File: src/rtl/slpbs_pkg.sv
// Package for the status LED priority and burst sequencer.
// Holds the item types, the pattern, mode, power state and register codes, the reset values and the burst tables.
// No dependencies.
package slpbs_pkg;

    localparam int NUM_BURSTS = 4;

    // Pattern codes.
    localparam logic [2:0] PAT_OFF   = 3'd0;
    localparam logic [2:0] PAT_SOLID = 3'd1;
    localparam logic [2:0] PAT_HEART = 3'd2;
    localparam logic [2:0] PAT_AMBER = 3'd3;
    localparam logic [2:0] PAT_ALERT = 3'd4;

    // Mode codes.
    localparam logic [2:0] MODE_AUTO    = 3'd0;
    localparam logic [2:0] MODE_PROV    = 3'd1;
    localparam logic [2:0] MODE_CONN    = 3'd2;
    localparam logic [2:0] MODE_ONLINE  = 3'd3;

    // Power state codes.
    localparam logic [1:0] PWR_NORMAL = 2'd0;
    localparam logic [1:0] PWR_WARN   = 2'd1;
    localparam logic [1:0] PWR_CRIT   = 2'd2;

    // Configuration register indexes.
    localparam logic [2:0] CFG_CRIT_BRIGHTNESS = 3'd0;
    localparam logic [2:0] CFG_WARN_BRIGHTNESS = 3'd1;
    localparam logic [2:0] CFG_IDLE_BRIGHTNESS = 3'd2;
    localparam logic [2:0] CFG_DEFAULT_HOLD    = 3'd3;
    localparam logic [2:0] CFG_BEACON_ENABLE   = 3'd4;

    // Configuration reset values.
    localparam logic [7:0]  RST_CRIT_BRIGHTNESS = 8'd255;
    localparam logic [7:0]  RST_WARN_BRIGHTNESS = 8'd128;
    localparam logic [7:0]  RST_IDLE_BRIGHTNESS = 8'd32;
    localparam logic [15:0] RST_DEFAULT_HOLD    = 16'd3000;

    localparam logic [7:0]  HEART_LEVEL = 8'd48;
    localparam logic [23:0] COLOR_PROV  = 24'h8CFF00;
    localparam logic [23:0] COLOR_CONN  = 24'h9640FF;

    // Burst tables, one entry per burst: fault, battery critical, battery low, beacon.
    localparam logic [1:0]  BURST_PULSES [NUM_BURSTS] = '{2'd2, 2'd3, 2'd3, 2'd1};
    localparam logic [31:0] BURST_ON_MS  [NUM_BURSTS] = '{32'd300, 32'd150, 32'd100, 32'd80};
    // Pulse on-time plus gap.
    localparam logic [31:0] BURST_STEP_MS [NUM_BURSTS] =
        '{32'd600, 32'd300, 32'd250, 32'd80};
    localparam logic [31:0] BURST_PERIOD_MS [NUM_BURSTS] =
        '{32'd5000, 32'd12000, 32'd60000, 32'd30000};
    localparam logic [23:0] BURST_COLOR [NUM_BURSTS] =
        '{24'h00FF00, 24'h20FF00, 24'hC8FF00, 24'hDC4060};

    typedef struct packed {
        logic [31:0] now_ms;
        logic        fault_active;
        logic [2:0]  mode;
        logic        power_valid;
        logic [1:0]  power_state;
        logic [7:0]  brightness_limit;
        logic        override_req;
        logic [2:0]  override_pattern;
        logic [23:0] override_color;
        logic [7:0]  override_brightness;
        logic [31:0] override_hold_ms;
    } in_item_t;

    typedef struct packed {
        logic [2:0]  led_pattern;
        logic [23:0] led_color;
        logic [7:0]  led_brightness;
        logic        led_update;
    } out_item_t;

endpackage

File: src/rtl/status_led_priority_burst_sequencer_top.sv
// Status LED priority and burst sequencer, top level.
// Takes tick items, resolves the LED priority, runs the pulse bursts and the override.
// Depends on slpbs_pkg.
//
// Usage:
//   Input channel (in_valid, in_stall, in_data) carries one tick item. Output channel
//   (out_valid, out_stall, out_data) returns exactly one result item per tick item.
//   Configuration writes use cfg_valid/cfg_ready with cfg_index and cfg_data; the port
//   is always ready and must only be used while no item is in flight.
// Pipeline and throughput:
//   An item is registered in the input register on acceptance; its result is
//   registered in the result register when the item advances. One item per cycle
//   is sustained while out_stall is low: the whole decision is one pass of logic
//   between the two registers, and the burst lanes update in that same pass.
// Reset:
//   All bursts are idle and due at once, no override is held, the shown LED is off
//   and the registers take their reset values (255, 128, 32, 3000 ms, beacon on).
// Stalls:
//   While out_stall is high a result stays on the output; one further item can be
//   taken into the input register, after which in_stall rises until the result
//   leaves.
module status_led_priority_burst_sequencer_top
    import slpbs_pkg::*;
(
    input  logic      clk,
    input  logic      rst_n,
    input  logic      in_valid,
    output logic      in_stall,
    input  in_item_t  in_data,
    output logic      out_valid,
    input  logic      out_stall,
    output out_item_t out_data,
    input  logic      cfg_valid,
    output logic      cfg_ready,
    input  logic [2:0]  cfg_index,
    input  logic [15:0] cfg_data
);

    typedef enum logic [2:0] {
        PRI_FAULT, PRI_CRIT, PRI_LOW, PRI_BEACON, PRI_PROV, PRI_CONN, PRI_OFF
    } pri_t;

    // Configuration registers.
    logic [7:0]  crit_bright_reg, warn_bright_reg, idle_bright_reg;
    logic [15:0] default_hold_reg;
    logic        beacon_en_reg;

    // Pipeline control and payload.
    logic      s1_valid_reg, out_valid_reg;
    in_item_t  in_data_reg;
    out_item_t out_data_reg, out_data_next;

    // Burst lanes.
    logic        burst_run_reg   [NUM_BURSTS];
    logic [1:0]  pulses_left_reg [NUM_BURSTS];
    logic [31:0] next_pulse_reg  [NUM_BURSTS];
    logic [31:0] next_burst_reg  [NUM_BURSTS];
    logic        burst_run_next   [NUM_BURSTS];
    logic [1:0]  pulses_left_next [NUM_BURSTS];
    logic [31:0] next_pulse_next  [NUM_BURSTS];
    logic [31:0] next_burst_next  [NUM_BURSTS];

    // Override and shown state.
    logic        ovr_on_reg, ovr_on_next;
    logic [31:0] ovr_end_reg, ovr_end_next;
    logic [2:0]  held_pat_reg, held_pat_next;
    logic [23:0] held_col_reg, held_col_next;
    logic [7:0]  held_bri_reg, held_bri_next;
    logic [2:0]  shown_pat_reg, shown_pat_next;
    logic [23:0] shown_col_reg, shown_col_next;
    logic [7:0]  shown_bri_reg, shown_bri_next;

    logic advance;
    logic in_accept;

    // Combinational working signals.
    logic [31:0] now;
    logic [7:0]  limit;
    logic [2:0]  req_pat;
    logic [7:0]  req_bri;
    logic [31:0] hold_dur;
    logic [31:0] ovr_diff;
    logic        ovr_live;
    logic [1:0]  pstate;
    pri_t        pri;
    logic [3:0]  pri_lane;
    logic [7:0]  lane_level [NUM_BURSTS];

    logic        base_run   [NUM_BURSTS];
    logic [1:0]  base_left  [NUM_BURSTS];
    logic [31:0] base_pulse [NUM_BURSTS];
    logic [31:0] base_burst [NUM_BURSTS];
    logic        lane_start [NUM_BURSTS];
    logic        lane_act   [NUM_BURSTS];
    logic [1:0]  lane_left  [NUM_BURSTS];
    logic        lane_due   [NUM_BURSTS];
    logic        lane_fire  [NUM_BURSTS];
    logic [1:0]  lane_left_new [NUM_BURSTS];
    logic [32:0] lane_step_sum [NUM_BURSTS];
    logic [31:0] lane_pulse_new [NUM_BURSTS];
    logic        lane_done  [NUM_BURSTS];
    logic        lane_en    [NUM_BURSTS];
    logic [3:0]  fire_vec;
    logic        fired;

    assign cfg_ready = 1'b1;
    assign advance   = s1_valid_reg && (!out_valid_reg || !out_stall);
    assign in_stall  = s1_valid_reg && !advance;
    assign in_accept = in_valid && !in_stall;
    assign out_valid = out_valid_reg;
    assign out_data  = out_data_reg;

    always_comb
    begin
        now   = in_data_reg.now_ms;
        limit = in_data_reg.brightness_limit;

        // Commanded override: undefined patterns fall back to off.
        req_pat  = (in_data_reg.override_pattern > PAT_ALERT) ? PAT_OFF
                                                                : in_data_reg.override_pattern;
        req_bri  = (in_data_reg.override_brightness > limit) ? limit
                                                              : in_data_reg.override_brightness;
        hold_dur = (in_data_reg.override_hold_ms != 32'd0) ? in_data_reg.override_hold_ms
                                                             : {16'd0, default_hold_reg};
        // A fresh request leaves exactly its hold time until expiry.
        ovr_diff = in_data_reg.override_req ? hold_dur : (ovr_end_reg - now);
        ovr_live = (in_data_reg.override_req || ovr_on_reg)
                   && !(ovr_diff == 32'd0 || ovr_diff[31]);

        pstate = in_data_reg.power_valid ? in_data_reg.power_state : PWR_NORMAL;
        if (in_data_reg.fault_active)
            pri = PRI_FAULT;
        else if (pstate == PWR_CRIT)
            pri = PRI_CRIT;
        else if (pstate == PWR_WARN)
            pri = PRI_LOW;
        else if (in_data_reg.mode == MODE_PROV)
            pri = PRI_PROV;
        else if (in_data_reg.mode == MODE_CONN)
            pri = PRI_CONN;
        else if (pstate == PWR_NORMAL && (in_data_reg.mode == MODE_ONLINE
                                          || in_data_reg.mode == MODE_AUTO))
            pri = PRI_BEACON;
        else
            pri = PRI_OFF;

        case (pri)
            PRI_FAULT:  pri_lane = 4'b0001;
            PRI_CRIT:   pri_lane = 4'b0010;
            PRI_LOW:    pri_lane = 4'b0100;
            PRI_BEACON: pri_lane = 4'b1000;
            default:    pri_lane = 4'b0000;
        endcase

        lane_level[0] = crit_bright_reg;
        lane_level[1] = crit_bright_reg;
        lane_level[2] = warn_bright_reg;
        lane_level[3] = idle_bright_reg;

        for (int k = 0; k < NUM_BURSTS; k++)
        begin
            // The fault burst is held cleared while no fault is present.
            if (k == 0 && !in_data_reg.fault_active)
            begin
                base_run[k]   = 1'b0;
                base_left[k]  = 2'd0;
                base_pulse[k] = 32'd0;
                base_burst[k] = 32'd0;
            end
            else
            begin
                base_run[k]   = burst_run_reg[k];
                base_left[k]  = pulses_left_reg[k];
                base_pulse[k] = next_pulse_reg[k];
                base_burst[k] = next_burst_reg[k];
            end

            lane_start[k] = !base_run[k] && (base_burst[k] == 32'd0 || now >= base_burst[k]);
            lane_act[k]   = base_run[k] || lane_start[k];
            lane_left[k]  = lane_start[k] ? BURST_PULSES[k] : base_left[k];
            lane_due[k]   = lane_start[k] || (now >= base_pulse[k]);
            lane_fire[k]  = lane_act[k] && (lane_left[k] != 2'd0) && lane_due[k];
            lane_left_new[k] = lane_fire[k] ? (lane_left[k] - 2'd1) : lane_left[k];
            lane_step_sum[k] = {1'b0, now} + {1'b0, BURST_STEP_MS[k]};
            if (lane_fire[k])
                lane_pulse_new[k] = lane_step_sum[k][31:0];
            else if (lane_start[k])
                lane_pulse_new[k] = now;
            else
                lane_pulse_new[k] = base_pulse[k];
            // After a pulse, the next pulse time is already past only if the sum wrapped.
            lane_done[k] = lane_act[k] && (lane_left_new[k] == 2'd0)
                           && (lane_fire[k] ? lane_step_sum[k][32] : lane_due[k]);

            lane_en[k] = !ovr_live && pri_lane[k] && (k != 3 || beacon_en_reg);
            fire_vec[k] = lane_en[k] && lane_fire[k];

            if (ovr_live || (pri_lane[k] && !lane_en[k]))
            begin
                burst_run_next[k]   = base_run[k];
                pulses_left_next[k] = base_left[k];
                next_pulse_next[k]  = base_pulse[k];
                next_burst_next[k]  = base_burst[k];
            end
            else if (lane_en[k])
            begin
                burst_run_next[k]   = lane_act[k] && !lane_done[k];
                pulses_left_next[k] = lane_act[k] ? lane_left_new[k] : base_left[k];
                next_pulse_next[k]  = lane_act[k] ? lane_pulse_new[k] : base_pulse[k];
                next_burst_next[k]  = lane_done[k] ? (now + BURST_PERIOD_MS[k])
                                                   : base_burst[k];
            end
            else
            begin
                burst_run_next[k]   = 1'b0;
                pulses_left_next[k] = 2'd0;
                next_pulse_next[k]  = 32'd0;
                next_burst_next[k]  = 32'd0;
            end
        end

        fired = |fire_vec;

        // Held override after any request on this tick.
        if (in_data_reg.override_req)
        begin
            held_pat_next = req_pat;
            held_col_next = in_data_reg.override_color;
            held_bri_next = req_bri;
            ovr_end_next  = now + hold_dur;
        end
        else
        begin
            held_pat_next = held_pat_reg;
            held_col_next = held_col_reg;
            held_bri_next = held_bri_reg;
            ovr_end_next  = ovr_end_reg;
        end
        ovr_on_next = ovr_live;

        if (ovr_live)
        begin
            shown_pat_next = held_pat_next;
            shown_col_next = held_col_next;
            shown_bri_next = (held_bri_next > limit) ? limit : held_bri_next;
        end
        else if (fired)
        begin
            // A firing pulse becomes the held override for its on-time.
            ovr_on_next    = 1'b1;
            held_pat_next  = PAT_SOLID;
            held_col_next  = BURST_COLOR[pri[1:0]];
            held_bri_next  = lane_level[pri[1:0]];
            ovr_end_next   = now + BURST_ON_MS[pri[1:0]];
            shown_pat_next = PAT_SOLID;
            shown_col_next = BURST_COLOR[pri[1:0]];
            shown_bri_next = (lane_level[pri[1:0]] > limit) ? limit : lane_level[pri[1:0]];
        end
        else if (pri == PRI_PROV)
        begin
            shown_pat_next = PAT_HEART;
            shown_col_next = COLOR_PROV;
            shown_bri_next = (HEART_LEVEL > limit) ? limit : HEART_LEVEL;
        end
        else if (pri == PRI_CONN)
        begin
            shown_pat_next = PAT_HEART;
            shown_col_next = COLOR_CONN;
            shown_bri_next = (HEART_LEVEL > limit) ? limit : HEART_LEVEL;
        end
        else
        begin
            shown_pat_next = PAT_OFF;
            shown_col_next = 24'd0;
            shown_bri_next = 8'd0;
        end
        if (shown_pat_next == PAT_OFF)
            shown_bri_next = 8'd0;

        out_data_next.led_pattern    = shown_pat_next;
        out_data_next.led_color      = shown_col_next;
        out_data_next.led_brightness = shown_bri_next;
        out_data_next.led_update     = (shown_pat_next != shown_pat_reg)
                                       || (shown_col_next != shown_col_reg)
                                       || (shown_bri_next != shown_bri_reg);
    end

    always_ff @(posedge clk or negedge rst_n)
    begin
        if (!rst_n)
        begin
            crit_bright_reg  <= RST_CRIT_BRIGHTNESS;
            warn_bright_reg  <= RST_WARN_BRIGHTNESS;
            idle_bright_reg  <= RST_IDLE_BRIGHTNESS;
            default_hold_reg <= RST_DEFAULT_HOLD;
            beacon_en_reg    <= 1'b1;
            s1_valid_reg     <= 1'b0;
            out_valid_reg    <= 1'b0;
            for (int k = 0; k < NUM_BURSTS; k++)
            begin
                burst_run_reg[k]   <= 1'b0;
                pulses_left_reg[k] <= 2'd0;
                next_pulse_reg[k]  <= 32'd0;
                next_burst_reg[k]  <= 32'd0;
            end
            ovr_on_reg    <= 1'b0;
            ovr_end_reg   <= 32'd0;
            held_pat_reg  <= PAT_OFF;
            held_col_reg  <= 24'd0;
            held_bri_reg  <= 8'd0;
            shown_pat_reg <= PAT_OFF;
            shown_col_reg <= 24'd0;
            shown_bri_reg <= 8'd0;
        end
        else
        begin
            if (cfg_valid && cfg_ready)
            begin
                case (cfg_index)
                    CFG_CRIT_BRIGHTNESS: crit_bright_reg  <= cfg_data[7:0];
                    CFG_WARN_BRIGHTNESS: warn_bright_reg  <= cfg_data[7:0];
                    CFG_IDLE_BRIGHTNESS: idle_bright_reg  <= cfg_data[7:0];
                    CFG_DEFAULT_HOLD:    default_hold_reg <= cfg_data;
                    CFG_BEACON_ENABLE:   beacon_en_reg    <= cfg_data[0];
                    default: ;
                endcase
            end

            if (in_accept)
                s1_valid_reg <= 1'b1;
            else if (advance)
                s1_valid_reg <= 1'b0;

            if (advance)
                out_valid_reg <= 1'b1;
            else if (!out_stall)
                out_valid_reg <= 1'b0;

            if (advance)
            begin
                for (int k = 0; k < NUM_BURSTS; k++)
                begin
                    burst_run_reg[k]   <= burst_run_next[k];
                    pulses_left_reg[k] <= pulses_left_next[k];
                    next_pulse_reg[k]  <= next_pulse_next[k];
                    next_burst_reg[k]  <= next_burst_next[k];
                end
                ovr_on_reg    <= ovr_on_next;
                ovr_end_reg   <= ovr_end_next;
                held_pat_reg  <= held_pat_next;
                held_col_reg  <= held_col_next;
                held_bri_reg  <= held_bri_next;
                shown_pat_reg <= shown_pat_next;
                shown_col_reg <= shown_col_next;
                shown_bri_reg <= shown_bri_next;
            end
        end
    end

    // Payload registers carry no reset.
    always_ff @(posedge clk)
    begin
        if (in_accept)
            in_data_reg <= in_data;
        if (advance)
            out_data_reg <= out_data_next;
    end

`ifndef SYNTHESIS
    a_off_dark: assert property (@(posedge clk) disable iff (!rst_n)
        out_valid && out_data.led_pattern == PAT_OFF |-> out_data.led_brightness == 8'd0)
        else $error("LED off but brightness is not zero");

    a_stall_needs_item: assert property (@(posedge clk) disable iff (!rst_n)
        in_stall |-> s1_valid_reg && out_valid_reg)
        else $error("Input stalled with no item held");

    a_fault_burst_clear: assert property (@(posedge clk) disable iff (!rst_n)
        advance && !in_data_reg.fault_active |=> !burst_run_reg[0])
        else $error("Fault burst still running after a tick without fault");
`endif

endmodule
File: config.mk
export PLATFORM = sky130hd
export DESIGN_NAME = status_led_priority_burst_sequencer_top
export DESIGN_NICKNAME = d
export VERILOG_FILES = /design/src/rtl/slpbs_pkg.sv /design/src/rtl/status_led_priority_burst_sequencer_top.sv
export SDC_FILE = /design/constraint.sdc
export NUM_CORES = 2
export LEC_CHECK = 0
export BUFFER_PORTS_ARGS = -buffer_cell sky130_fd_sc_hd__buf_4
export CAP_MARGIN = 20
export CORE_MARGIN = 2
export CORE_UTILIZATION = 47
export CTS_CLUSTER_SIZE = 10
export DETAILED_ROUTE_END_ITERATION = 7
export MAX_ROUTING_LAYER = met4
export PLACE_DENSITY = 0.61
export SYNTH_ARGS = -nofsm -noshare
export SYNTH_HDL_FRONTEND = slang
export SYNTH_SLANG_ARGS = --single-unit
export TNS_END_PERCENT = 10
File: constraint.sdc
create_clock -name clk -period 12.2 [get_ports clk]
set_clock_uncertainty 0.2 [all_clocks]
set_input_delay 3.66 -clock clk [delete_from_list [all_inputs] [get_ports clk]]
set_output_delay 3.66 -clock clk [all_outputs]
set_load 0.01 [all_outputs]
==> run summary <==
DRT iter0 DRCs -> 3758
Pleak -> 18.1 nW
Share of layout cells above drive strength 1 -> 11.5%
Most frequent cells in the layout -> nand2_1 (610), dfrtp_1 (396), ha_1 (370)
Die height -> 294 um
Synth area leaders -> dfrtp_1 (25%), ha_1 (12%), edfxtp_1 (12%), nand2_1 (5.8%), xnor2_1 (5.3%)
Post-CTS Resized -> 0
RSZ-0062 raised after global routing -> false
Post-CTS setup buffers -> 0
Vias per inst -> 6.13
Adder-cell share of the synthesized area -> 11.9%
Post-synthesis cell type count -> 93
Final min period -> 8.13 ns
Post-route DRC violation count -> 0
# setup viols final -> 0
Area Overhead vs Synth -> 12.1%
CTS root buffer -> clkbuf_16
Setup crit start kind -> flop
IO buf count -> 176
Post-synth top area share -> 25.1%
Die area -> 86200 sq um
Reg2Reg Capture Point -> ovr_end_reg[30]
TritonCTS buffer count -> 73
Area of the multi-input gates -> 22600 sq um
Worst-skew pair later-pin latency -> 0.64 ns
Flip-flop and latch area -> 14900 sq um
Maximum VDD drop -> 0.000116 V
Mux contribution to synthesized area -> 3.33%
DP HPWL -> 97.2 mm
Starting Density -> 47.3%
Biggest area consumer among synthesized cells -> dfrtp_1
Max Root-Sink Buffers -> 3
GRT Total Usage -> 32.3%
FFs w/ async S/R, synth -> 73.3%
Slew Limit Fails -> 0
Slowest cell on crit path -> a211oi_1
Sequential element share of the synthesized area -> 37.9%
First-pass GRT wire length -> 207 mm
Total power -> 8.05 mW
RR Startpoint -> in_data_reg[82]
Commonest non-fill, non-tap cell in the layout -> nand2_1
Clk pin slew, worst setup/hold paths -> 0.06 ns
Fin. Hold Viols -> 0
Hold path start -> base_pulse[89]
Fillers -> 7824
Worst Hold End -> base_pulse[89]
Power per cell area -> 182 nW/um^2
CTS Hold Bufs -> 0
Largest net degree at the start of global routing -> 86
Worst reg-to-reg path cell count -> 23
Worst hold stages -> 2
Setup_tns -> 0 ns
Worst Path Arrival -> 8.41 ns
I/O pin count -> 178
CP Max Fanout -> 85
Total of max-cap violations -> 0
# rows -> 106
Synth warnings -> 0
Crit path capture type -> flop
Dpl ws -> 4.27 ns
Syn nets -> 4912
Final wirelength -> 136 mm
Antenna violations before repair -> 1
Final core utilization -> 53.0%
Vias in the first global route -> 32500
# nets final -> 5023
Synthesis-stage register bit count -> 565
WHS -> 0.278 ns
Largest family of logic cells by synthesized area -> compound AO/OA/AOI/OAI gates
Num Clock Sinks -> 565
Ordered cell list for the critical path -> buf_4 -> buf_4 -> nand2_1 -> ha_1 -> a21oi_1 -> o21ai_0 -> a221oi_1 -> o21ai_0 -> a211oi_1 -> a21oi_1 -> a21oi_1 -> ha_1 -> and3b_1 -> a211oi_1 -> nand2_1 -> o21ai_4 -> buf_4 -> nand2_1 -> buf_4 -> nor2_1 -> o21ai_0 -> o221ai_1 -> a21oi_1
Gp weighted congestion -> 0.974
Crit share post-route -> 66.7%
Slew headroom -> 21.8%
Core area -> 83300 sq um
Total grt overflow -> 0
HP Class -> reg2reg
Status -> finished, final reports clean
Gate count after technology mapping -> 4400
Kind of critical path -> reg2reg
Req. time, crit path -> 12.48 ns
Antenna-violating nets left -> 0
Commonest register cell after synthesis -> dfrtp_1
CTS tree -> done
Peak Freq -> 123 MHz
Routed via count -> 34600
Die X -> 294 um
Number of synthesized flops with an enable pin -> 151
H-tree lvl count -> 3
Simple-Gate Fraction of Synth Area -> 16.0%
Cell area after synthesis -> 39400 sq um
CP max stage delay -> 0.78 ns
Synth Area in Compound Gates -> 19.9%
Drt wl/cell -> 24.1 um
Pre-Repair DR Iteration Count -> 8
Flop2flop setup slack -> 4.07 ns
Post-synthesis xor/xnor area fraction -> 5.96%
Final worst slack -> 4.07 ns
Least-Margin Pin Slew -> 1.16 ns
Mean area per synthesized cell -> 8.96 sq um
-- logic make-up after synthesis --
| family | count (synthesis) |
|---|---|
| compound gates | 1176 |
| xor+xnor | 268 |
| fa+ha+maj | 373 |
| buf+inv | 510 |
| flops | 565 |
| mux | 123 |
| other cells | 1 |
| simple gates | 1384 |
-- worst max-delay path: cells and delay by family, from the launching register on --
kind | cells | cell delay, ns
AOI/OAI and AO/OA | 12 | 3.33
buffers and inverters | 4 | 2.11
and+or+nand+nor | 5 | 1.29
adders and majority gates | 2 | 0.60
DFF | 1 | 0.32
-- worst max-delay path by stage --
| stage | to | slack, ns | start | depth (start not counted) |
|---|---|---|---|---|
| 2_1_floorplan | in_stall | 4.49 | out_stall | 2 |
| 3_3_place_gp | out_data[0] | 4.24 | now[0] | 22 |
| 5_1_grt | ovr_end_reg[30] | 3.68 | in_data_reg[82] | 23 |
| 6_report | ovr_end_reg[30] | 4.07 | in_data_reg[82] | 23 |
| 3_5_place_dp | in_stall | 4.27 | out_stall | 4 |
| 4_1_cts | in_stall | 4.27 | out_stall | 4 |
-- cell type report --
class	instances	area share, %
Antenna cell	1	0.00566
Clock buffer	113	4.68
Clock inverter	18	0.425
Inverter	284	2.42
Multi-Input combinational cell	3325	51.2
Sequential cell	565	33.8
Tap cell	1080	3.06
Timing Repair Buffer	262	4.49
-- synth_stat cells, types with 64 or more instances --
library cell / number
o21ai_0: 251
dfrtp_1: 396
nor2_1: 297
clkbuf_1: 183
ha_1: 370
nand3_1: 66
a22o_1: 71
nor3_1: 86
xnor2_1: 239
a21oi_1: 270
a21o_1: 78
edfxtp_1: 151
inv_1: 262
nand2_1: 614
o31ai_1: 173
nand4_1: 73
mux2_2: 64
-- metal layers --
| metal | share of wire (%) | up-vias | global-route usage (%) |
|---|---|---|---|
| met5 | 0 | - | - |
| met3 | 6.9 | 263 | 4.13 |
| li1 | - | 16100 | - |
| met1 | 45 | 16900 | 44.7 |
| met4 | 3.8 | 0 | 11.3 |
| met2 | 45 | 1386 | 48.8 |
-- where the power goes --
group	switching, mW	internal (mW)
combinational	2.00	1.23
clock	0.886	1.21
sequential	0.345	2.38
total	3.23	4.83
-- through the flow --
step / std cells / instance area [sq um]
after detailed placement: 5516 / 41900
after floorplan: 4400 / 39400
after CTS: 5647 / 44200
after global placement: 5514 / 41900
after global routing: 5648 / 44200
final: 5648 / 44200
(Power assumes the default switching activity.)
